**src/design/sis_pkg.sv**
```systemverilog
// Shared types and constants for the stable index sorter.
package sis_pkg;

  localparam int unsigned ValueWidth = 32;
  localparam int unsigned PosWidth   = 6;

  typedef struct packed {
    logic signed [ValueWidth-1:0] value;
    logic [PosWidth-1:0]          pos;
  } sis_entry_t;

  typedef struct packed {
    logic insert;
    logic shift;
  } sis_ctrl_t;

endpackage

```
**src/design/sis_cell.sv**
```systemverilog
// One cell of the sorting chain: holds one entry, inserts in order or shifts down.
module sis_cell
  import sis_pkg::*;
#(
  parameter int unsigned IDX = 0,
  parameter int unsigned CW  = 7
) (
  input  logic          clk,
  input  sis_ctrl_t     ctrl,
  input  logic [CW-1:0] count,
  input  sis_entry_t    new_ent,
  input  sis_entry_t    prev_ent,
  input  logic          prev_greater,
  input  sis_entry_t    next_ent,
  output sis_entry_t    ent,
  output logic          greater
);

  logic occupied;
  logic is_slot;

  assign occupied = CW'(IDX) < count;
  assign is_slot  = CW'(IDX) == count;
  assign greater  = occupied && (ent.value > new_ent.value);

  always_ff @(posedge clk) begin
    if (ctrl.insert) begin
      if (greater || is_slot) begin
        ent <= prev_greater ? prev_ent : new_ent;
      end
    end else if (ctrl.shift) begin
      ent <= next_ent;
    end
  end

endmodule
```
**config.mk**
```make
export PLATFORM = sky130hd
export DESIGN_NAME = sis_cell
export DESIGN_NICKNAME = d
export VERILOG_FILES = /design/src/design/sis_pkg.sv /design/src/design/sis_cell.sv
export SDC_FILE = /design/constraint.sdc
export NUM_CORES = 1
export LEC_CHECK = 0
export ABC_CLOCK_PERIOD_IN_PS = 14250
export BUFFER_PORTS_ARGS = -buffer_cell sky130_fd_sc_hd__buf_2
export CAP_MARGIN = 30
export CORE_MARGIN = 1
export CORE_UTILIZATION = 48
export CTS_CLUSTER_SIZE = 10
export DETAILED_ROUTE_END_ITERATION = 16
export PLACE_DENSITY = 0.87
export SLEW_MARGIN = 20
export SYNTH_ARGS = -nofsm -noshare
export SYNTH_HDL_FRONTEND = slang
export SYNTH_SLANG_ARGS = --single-unit
export TNS_END_PERCENT = 10
```
**constraint.sdc**
```tcl
create_clock -name clk -period 14.25 [get_ports clk]
set_clock_uncertainty 0.2 [all_clocks]
set_input_delay 0 -clock clk [delete_from_list [all_inputs] [get_ports clk]]
set_output_delay 0 -clock clk [all_outputs]
set_load 0.02 [all_outputs]
```
Word-level counts from Yosys, hierarchy flattened
Index checks and enable logic that the tools add are counted.
{"block": "totals", "reg_bits": 38, "in_bits": 125, "out_inout_bits": 39, "wordCells": 14}
{"block": "classes", "order_cmp": 2, "eq_ne": 1, "muxes": 4, "reduce_logical": 5}
{"op": "$mux W38", "n": 4}
{"op": "$gt A32 B32 Y1", "n": 1}
{"op": "$logic_not A7 Y1", "n": 1}
{"op": "$lt A1 B7 Y1 const A", "n": 1}
{"op": "$ne A2 B1 Y1 const B", "n": 1}
{"op": "$reduce_and A2 Y1", "n": 1}
{"op": "$reduce_bool A2 Y1", "n": 1}
{"op": "$logic_and A1 B1 Y1", "n": 1}
{"op": "$logic_or A1 B1 Y1", "n": 1}

Longest topological paths before layout
Gate-level depths: netlist of run 1.
{"block": "depth", "word_depth": 5, "mapped_depth": 8, "ltp_nobuf": 8}

Worst setup path after synthesis of run 1
No wires, ideal clock.
{"block": "synth_path", "kind": "register to register", "startpoint": "register ent[20] (netlist name)", "endpoint": "register ent[0] (netlist name) (enable)", "setup_time_ns": 0.491, "t_arrival_ns": 4.521, "required_time_ns": 13.559, "setup_slack_ns": 9.039, "path_stages_with_launch": 8, "n_path_buf": 0, "synth_period_minus_slack_ns": 5.211, "path_cell_list": "edfxtp_1 > ha_1 > nand4_1 > nor4_1 > a21boi_1 > or3_1 > a21oi_2 > o31ai_1"}
{"block": "synth_between", "elab_chain_cells": 5}
{"element": "start, declared", "line": "sis_cell.sv:15", "rtl": "output sis_entry_t ent,"}
{"element": "start signal, assigned", "line": "sis_cell.sv:29", "rtl": "ent <= prev_greater ? prev_ent : new_ent;"}
{"element": "start signal, assigned", "line": "sis_cell.sv:32", "rtl": "ent <= next_ent;"}
{"element": "$gt A32 B32 Y1", "line": "sis_cell.sv:24", "rtl": "assign greater = occupied && (ent.value > new_ent.value);"}
{"element": "$logic_and A1 B1 Y1", "line": "sis_cell.sv:24"}
{"element": "$logic_or A1 B1 Y1", "line": "sis_cell.sv:28", "rtl": "if (greater || is_slot) begin"}
{"element": "$ne A2 B1 Y1 (no source line)"}
{"element": "$reduce_and A2 Y1 (no source line)"}
No other way between the ends.
A chain may end at the register's enable or synchronous reset.

Worst setup path in the final report of run 1
{"block": "layout_path", "startpoint": "register ent[17] (netlist name)", "endpoint": "register ent[5] (netlist name) (enable)"}
Same word-level chain as after synthesis.

==> summary.md, run 1 <==
| Metric | Value |
|---|---|
| Psw | `0.126 mW` |
| Critical path arrival | `3.22 ns` |
| Residual DRC | `0` |
| Critical path's slowest cell | `o31ai_4` |
| Final Critical Period | `3.47 ns` |
| Share of layout cells above drive strength 1 | `33.1%` |
| Vias in the first global route | `3175` |
| Final #Nets | `681` |
| Die ar. | `6040 um2` |
| Drt total wl | `9220 um` |
| Rows | `27` |
| RSZ-0062 raised after global routing | `no` |
| Max_cap viols | `0` |
| Global-route wire length before repair | `14100 um` |
| Max IR drop VDD | `0.0519 mV` |
| Largest net degree at the start of global routing | `77` |
| Warnings, synthesis | `0` |
| CTS Sinks | `38` |
| I/O Pins | `164` |
| GPL Wtd Cong | `0.811` |
| Setup TNS | `0 ns` |
| Kind of critical path | `reg2reg` |
| Largest registers | `ent (38)` |
| Comb power frac | `40.1%` |
| Final Core Density | `81.7%` |
| Max incr delay on CP | `0.65 ns` |
| Core area | `5510 um2` |
| Worst-margin pin slew | `0.720 ns` |
| Crit. End Element | `flop` |
| Startpoint Class | `flop` |
| Syn avg cell area | `9.56 um2` |
| Clk pwr share | `18.9%` |
| Filler cells | `314` |
| Post-synthesis cell type count | `27` |
| Sequential share of power | `41.0%` |
| Clk slew on worst S/H paths | `0.08 ns` |
| Pleak | `2.26 nW` |
| Port Buffers | `163` |
| Max FFs per register | `38` |
| Antenna violations before repair | `0` |
| Clock Tree Root | `clkbuf_8` |
| Initial core utilization | `50.0%` |
| Post-DP HPWL | `5730 um` |
| Top reg by flops | `ent` |
| Post-synthesis sequential area ratio | `41.4%` |
| Period utilisation layout | `24.3%` |
| Switching share of power | `33.8%` |
| Syn Nets | `445` |
| Buf+Inv Stages, Crit Path | `1` |
| Crit path max fanout | `26` |
| CTS Buf Count | `5` |
| Hold crit path type | `in2reg` |
| P_int | `0.246 mW` |
| Power density over the cells | `82.8 nW/um2` |
| Highest clock rate | `288 MHz` |
| Clock Latency Late Sink | `0.29 ns` |
| Family with the most delay on the worst path | `compound AO/OA/AOI/OAI gates` |
| # diodes | `0` |
| Cells after Synth | `288` |
| # setup viols final | `0` |
| Slew HR | `52.0%` |
| Crit-path cells | `ha_1 > nand4_1 > nor4_1 > a21boi_1 > or3_1 > a21oi_2 > o31ai_4 > buf_4` |
| Area grow syn2layout | `63.3%` |
| Die Span Y | `77.7 um` |
| Post_cts resized | `0` |
| Violation count after the first detailed-route iteration | `146` |
| Pre-CTS setup slack | `10.95 ns` |
| Total track usage | `30.5%` |
| CTS tree | `yes` |
| Max Slew Vio Count | `0` |
| DR vias | `3122` |
| Final worst setup slack | `10.78 ns` |
| Max clock buf depth | `2` |
| Vias per cell | `5.23` |
| Netlist Area Pre-Place | `2750 um2` |
| Final Hold Vio Count | `0` |
| Horiz. Die Dim | `77.7 um` |
| # H-tree levels | `2` |
| Post-route antenna net violation count | `0` |
| Drt first pass iters | `4` |
| Routed len/inst | `15.4 um` |
| Gr ovfl total | `0` |
| WP data required | `14.00 ns` |
| Outcome | `complete, no violations` |
| Seq cells post-synth | `38` |
## path summary, 6_finish.rpt
check                    start                end  slack (ns)  depth (start not counted)
min                    ctrl[0]  ent[18]$_DFFE_PP_        0.10                          3
min reg2reg  ent[37]$_DFFE_PP_  ent[18]$_DFFE_PP_        1.01                          4
max          ent[17]$_DFFE_PP_   ent[5]$_DFFE_PP_       10.78                          8
max reg2reg  ent[17]$_DFFE_PP_   ent[5]$_DFFE_PP_       10.78                          8
## cells in the mapped netlist
cell | count | area (um2)
o211ai_1 | 1 | 7.51
mux2i_1 | 38 | 380
and4_1 | 1 | 8.76
o2111ai_1 | 1 | 8.76
nor3_1 | 3 | 15.0
o31ai_1 | 1 | 7.51
buf_1 | 1 | 3.75
a21boi_1 | 1 | 7.51
o21ai_0 | 5 | 25.0
or3_1 | 1 | 6.26
a21oi_1 | 51 | 255
clkbuf_1 | 9 | 33.8
ha_1 | 32 | 400
buf_2 | 3 | 15.0
nand4_1 | 6 | 37.5
a21o_1 | 2 | 15.0
nor4_1 | 3 | 18.8
edfxtp_1 | 38 | 1140
a221o_1 | 1 | 10.0
inv_1 | 33 | 124
nor2_1 | 40 | 150
nor2b_1 | 1 | 6.26
and2_1 | 1 | 6.26
nand2_1 | 10 | 37.5
nand3_1 | 3 | 15.0
a21oi_2 | 1 | 8.76
a221oi_1 | 1 | 8.76
## layer usage
layer	up-vias	wire, um	global-route usage, %
li1	1508	-	-
met1	1437	3360	30.7
met2	159	5040	60.7
met3	18	651	6.82
met4	0	165	9.62
met5	-	0	0
## logic make-up after synthesis
family                   after synthesis  share of synthesized area (%)
adder cells (fa/ha/maj)               32                           14.5
multiplexers                          38                           13.8
buffers and inverters                 46                           6.41
AND/OR/NAND/NOR                       69                           10.9
AO/OA/AOI/OAI                         65                           12.9
flip-flops                            38                           41.4
## cell type report
| class | count | area [um2] | area share, % |
|---|---|---|---|
| Timing Repair Buffer | 242 | 1610 | 35.8 |
| Multi-Input combinational cell | 204 | 1450 | 32.2 |
| Sequential cell | 38 | 1140 | 25.4 |
| Inverter | 33 | 124 | 2.75 |
| Tap cell | 72 | 90.1 | 2.00 |
| Clock buffer | 6 | 72.6 | 1.61 |
| Clock inverter | 2 | 8.76 | 0.195 |
## repair_timing
action                    in CTS  in global routing
hold buffers                  76                  0
buffers inserted               0                  0
hold endpoints to repair      38                  0
## metrics by stage
step           hold WS [ns]  area (um2)  std cells  total power, mW
6_report              0.100        4500        597            0.372
5_1_grt               0.121        4500        597            0.393
4_1_cts              0.0840        4500        597            0.368
3_5_place_dp          0.126        3660        513            0.277
3_3_place_gp          0.119        3640        512            0.272
2_1_floorplan        0.0256        2750        288            0.227
## cells in the final DEF (no fill, tap or decap), drive strengths merged
master / netlist / routed
buf: 4 / 166
dlygate4sd3: 0 / 76
a21oi: 52 / 52
nor2: 40 / 40
mux2i: 38 / 38
edfxtp: 38 / 38
inv: 33 / 33
ha: 32 / 32
nand2: 10 / 10
nand4: 6 / 6
clkbuf: 9 / 6
o21ai: 5 / 5
nor4: 3 / 3
nor3: 3 / 3
nand3: 3 / 3
a21o: 2 / 2
clkinv: 0 / 2
and2: 1 / 1
and4: 1 / 1
a221o: 1 / 1
nor2b: 1 / 1
a21boi: 1 / 1
or3: 1 / 1
a221oi: 1 / 1
o2111ai: 1 / 1
o211ai: 1 / 1
o31ai: 1 / 1
## power groups by stage
stage | registers (mW) | logic [mW] | clock network (mW)
detailed placement | 0.154 | 0.123 | 0
floorplan | 0.175 | 0.0520 | 0
global route | 0.154 | 0.161 | 0.0774
global placement | 0.153 | 0.119 | 0
CTS | 0.152 | 0.144 | 0.0719
finish | 0.153 | 0.149 | 0.0705
## worst reg2reg max path: stages, from the launching register on
cell	delay, ns
edfxtp_1	0.41
ha_1	0.37
nand4_1	0.18
nor4_1	0.41
a21boi_1	0.23
or3_1	0.14
a21oi_2	0.08
o31ai_4	0.65
buf_4	0.46
(Power assumes the default switching activity.)
==> run 2: changes to the inputs <==
--- a/config.mk
+++ b/config.mk
@@ -5,14 +5,14 @@
 export SDC_FILE = /design/constraint.sdc
 export NUM_CORES = 1
 export LEC_CHECK = 0
-export ABC_CLOCK_PERIOD_IN_PS = 14250
+export ABC_CLOCK_PERIOD_IN_PS = 3200
 export BUFFER_PORTS_ARGS = -buffer_cell sky130_fd_sc_hd__buf_2
 export CAP_MARGIN = 30
 export CORE_MARGIN = 1
-export CORE_UTILIZATION = 48
+export CORE_UTILIZATION = 44
 export CTS_CLUSTER_SIZE = 10
 export DETAILED_ROUTE_END_ITERATION = 16
-export PLACE_DENSITY = 0.87
+export PLACE_DENSITY = 0.81
 export SLEW_MARGIN = 20
 export SYNTH_ARGS = -nofsm -noshare
 export SYNTH_HDL_FRONTEND = slang
==> constraint.sdc (replaced) <==
create_clock -name clk -period 3.2 [get_ports clk]
set_clock_uncertainty 0.2 [all_clocks]
set_input_delay 0 -clock clk [delete_from_list [all_inputs] [get_ports clk]]
set_output_delay 0 -clock clk [all_outputs]
set_load 0.02 [all_outputs]
==> run 2 against run 1 <==
Net effect:
- register-to-register slack lost 10 ns
- maximum frequency grew 27%
- via count shrank 1.9%
- flip-flop and latch count is the same
- wire length shrank 3.6%
- critical path depth shrank 2
- count of clock-buffer cells in the layout shrank 1
- clock power grew to 4.4 times the previous value
- non-clock buffer count grew 1
- die area grew 8.8%
- power grew to 4.4 times the previous value
==> summary.md, run 2 (same netlist as run 1, synthesis figures left out) <==
| Metric | Value |
|---|---|
| Outcome | `complete, no violations` |
| Clk slew on worst S/H paths | `0.07 ns` |
| Die Span Y | `81.1 um` |
| Max clock buf depth | `2` |
| CTS tree | `yes` |
| Crit. End Element | `flop` |
| # setup viols final | `0` |
| CTS Buf Count | `5` |
| Pre-CTS setup slack | `0.473 ns` |
| Vias per cell | `5.12` |
| Post-route antenna net violation count | `0` |
| Residual DRC | `0` |
| Top reg by flops | `ent` |
| Initial core utilization | `46.0%` |
| Final Core Density | `75.3%` |
| Setup TNS | `0 ns` |
| Hold crit path type | `in2reg` |
| Clock Latency Late Sink | `0.29 ns` |
| Total track usage | `27.7%` |
| Final Critical Period | `2.72 ns` |
| Multi-input logic area | `1460 um2` |
| DR vias | `3064` |
| Die ar. | `6580 um2` |
| Port Buffers | `163` |
| Core area | `5990 um2` |
| Drt first pass iters | `4` |
| Max FFs per register | `38` |
| Family with the most delay on the worst path | `simple AND/OR/NAND/NOR gates` |
| Slew HR | `61.9%` |
| Highest clock rate | `367 MHz` |
| Dpl cell area | `3680 um2` |
| Finished Cell Area | `4510 um2` |
| Max Slew Vio Count | `0` |
| Violation count after the first detailed-route iteration | `105` |
| Critical path's slowest cell | `nor4_1` |
| Rows | `28` |
| # H-tree levels | `2` |
| RSZ-0062 raised after global routing | `no` |
| Global-route wire length before repair | `13500 um` |
| Power density over the cells | `365 nW/um2` |
| Critical path arrival | `2.48 ns` |
| Horiz. Die Dim | `81.1 um` |
| Crit-path cells | `ha_1 > nand4_1 > nor4_1 > a21oi_2 > o31ai_4 > buf_4` |
| Max incr delay on CP | `0.53 ns` |
| Routed len/inst | `14.8 um` |
| GPL Wtd Cong | `0.784` |
| Largest registers | `ent (38)` |
| Period utilisation layout | `85.1%` |
| Final worst setup slack | `0.477 ns` |
| Filler cells | `409` |
| CTS Sinks | `38` |
| I/O Pins | `164` |
| Startpoint Class | `flop` |
| Clock Tree Root | `clkbuf_8` |
| Antenna violations before repair | `0` |
| Post-DP HPWL | `5840 um` |
| Vias in the first global route | `3062` |
| Share of layout cells above drive strength 1 | `33.4%` |
| WP data required | `2.96 ns` |
| # diodes | `0` |
| Largest net degree at the start of global routing | `61` |
| Pleak | `2.26 nW` |
| Commonest non-fill, non-tap cell in the layout | `buf_2` |
| Drt total wl | `8890 um` |
| Final #Nets | `682` |
| Final Hold Vio Count | `0` |
| Crit path max fanout | `28` |
| Gr ovfl total | `0` |
| FF+latch area | `1140 um2` |
| Buf+Inv Stages, Crit Path | `1` |
| Commonest non-fill, non-tap cells in the layout | `buf_2, dlygate4sd3_1, a21oi_1, nor2_1` |
| Kind of critical path | `reg2reg` |
| Post-CTS setup buffers | `0` |
| Max_cap viols | `0` |
| Area grow syn2layout | `63.9%` |
| Worst-margin pin slew | `0.572 ns` |
| Max IR drop VDD | `0.259 mV` |
[run 2: changes by cell type in the layout (fill, tap and decap cells not counted)]
cell | before | now
buf_4 | 2 | 3
clkbuf_1 | 1 | 0
clkinv_2 | 1 | 0
ha_1 | 32 | 31
ha_4 | 0 | 1
[run 2: timing repair]
item,in CTS,in global routing
endpoints found under the setup margin,0,0
gates resized for setup,0,0
hold buffers,76,0
hold endpoints to repair,38,0
[run 2: worst paths after layout]
kind / startpoint / end / slack (ns) / depth (start not counted)
max reg2reg: ent[37]$_DFFE_PP_ / ent[18]$_DFFE_PP_ / 0.48 / 6
min reg2reg: ent[37]$_DFFE_PP_ / ent[32]$_DFFE_PP_ / 1.00 / 4
max: ent[37]$_DFFE_PP_ / ent[18]$_DFFE_PP_ / 0.48 / 6
min: ctrl[0] / ent[32]$_DFFE_PP_ / 0.18 / 4
[run 2: layer usage]
metal | track usage (%) | routed length, um | share of wire, %
met1 | 29.0 | 3340 | 38
met2 | 50.8 | 4510 | 51
met3 | 8.20 | 751 | 8.4
met4 | 12.5 | 280 | 3.1
met5 | 0 | 0 | 0
[run 2: tightest hold or removal path: stages]
cell and delay [ns]:
buf_2 0.10, o21ai_0 0.14, o31ai_4 0.09, buf_4 0.20
[run 2: cell type report]
type | instances | share of cell area [%]
multi-input cells | 204 | 32.4
clock inverters | 1 | 0.0832
flip-flops and latches | 38 | 25.3
repair buffers | 243 | 35.9
inverters | 33 | 2.74
well taps | 75 | 2.08
clock buffers | 5 | 1.52
[run 2: per-stage QoR]
step / power (mW) / hold slack, ns / instances
2_1_floorplan: 1.01 / 0.0256 / 288
3_3_place_gp: 1.22 / 0.117 / 516
3_5_place_dp: 1.24 / 0.125 / 517
4_1_cts: 1.63 / 0.173 / 599
5_1_grt: 1.74 / 0.196 / 599
6_report: 1.65 / 0.175 / 599
[run 2: report_power, final]
| part | internal (mW) | switching (mW) | total (mW) |
|---|---|---|---|
| Clock | 0.142 | 0.169 | 0.311 |
| Sequential | 0.642 | 0.0339 | 0.676 |
| Combinational | 0.306 | 0.352 | 0.658 |
| Total | 1.09 | 0.555 | 1.65 |
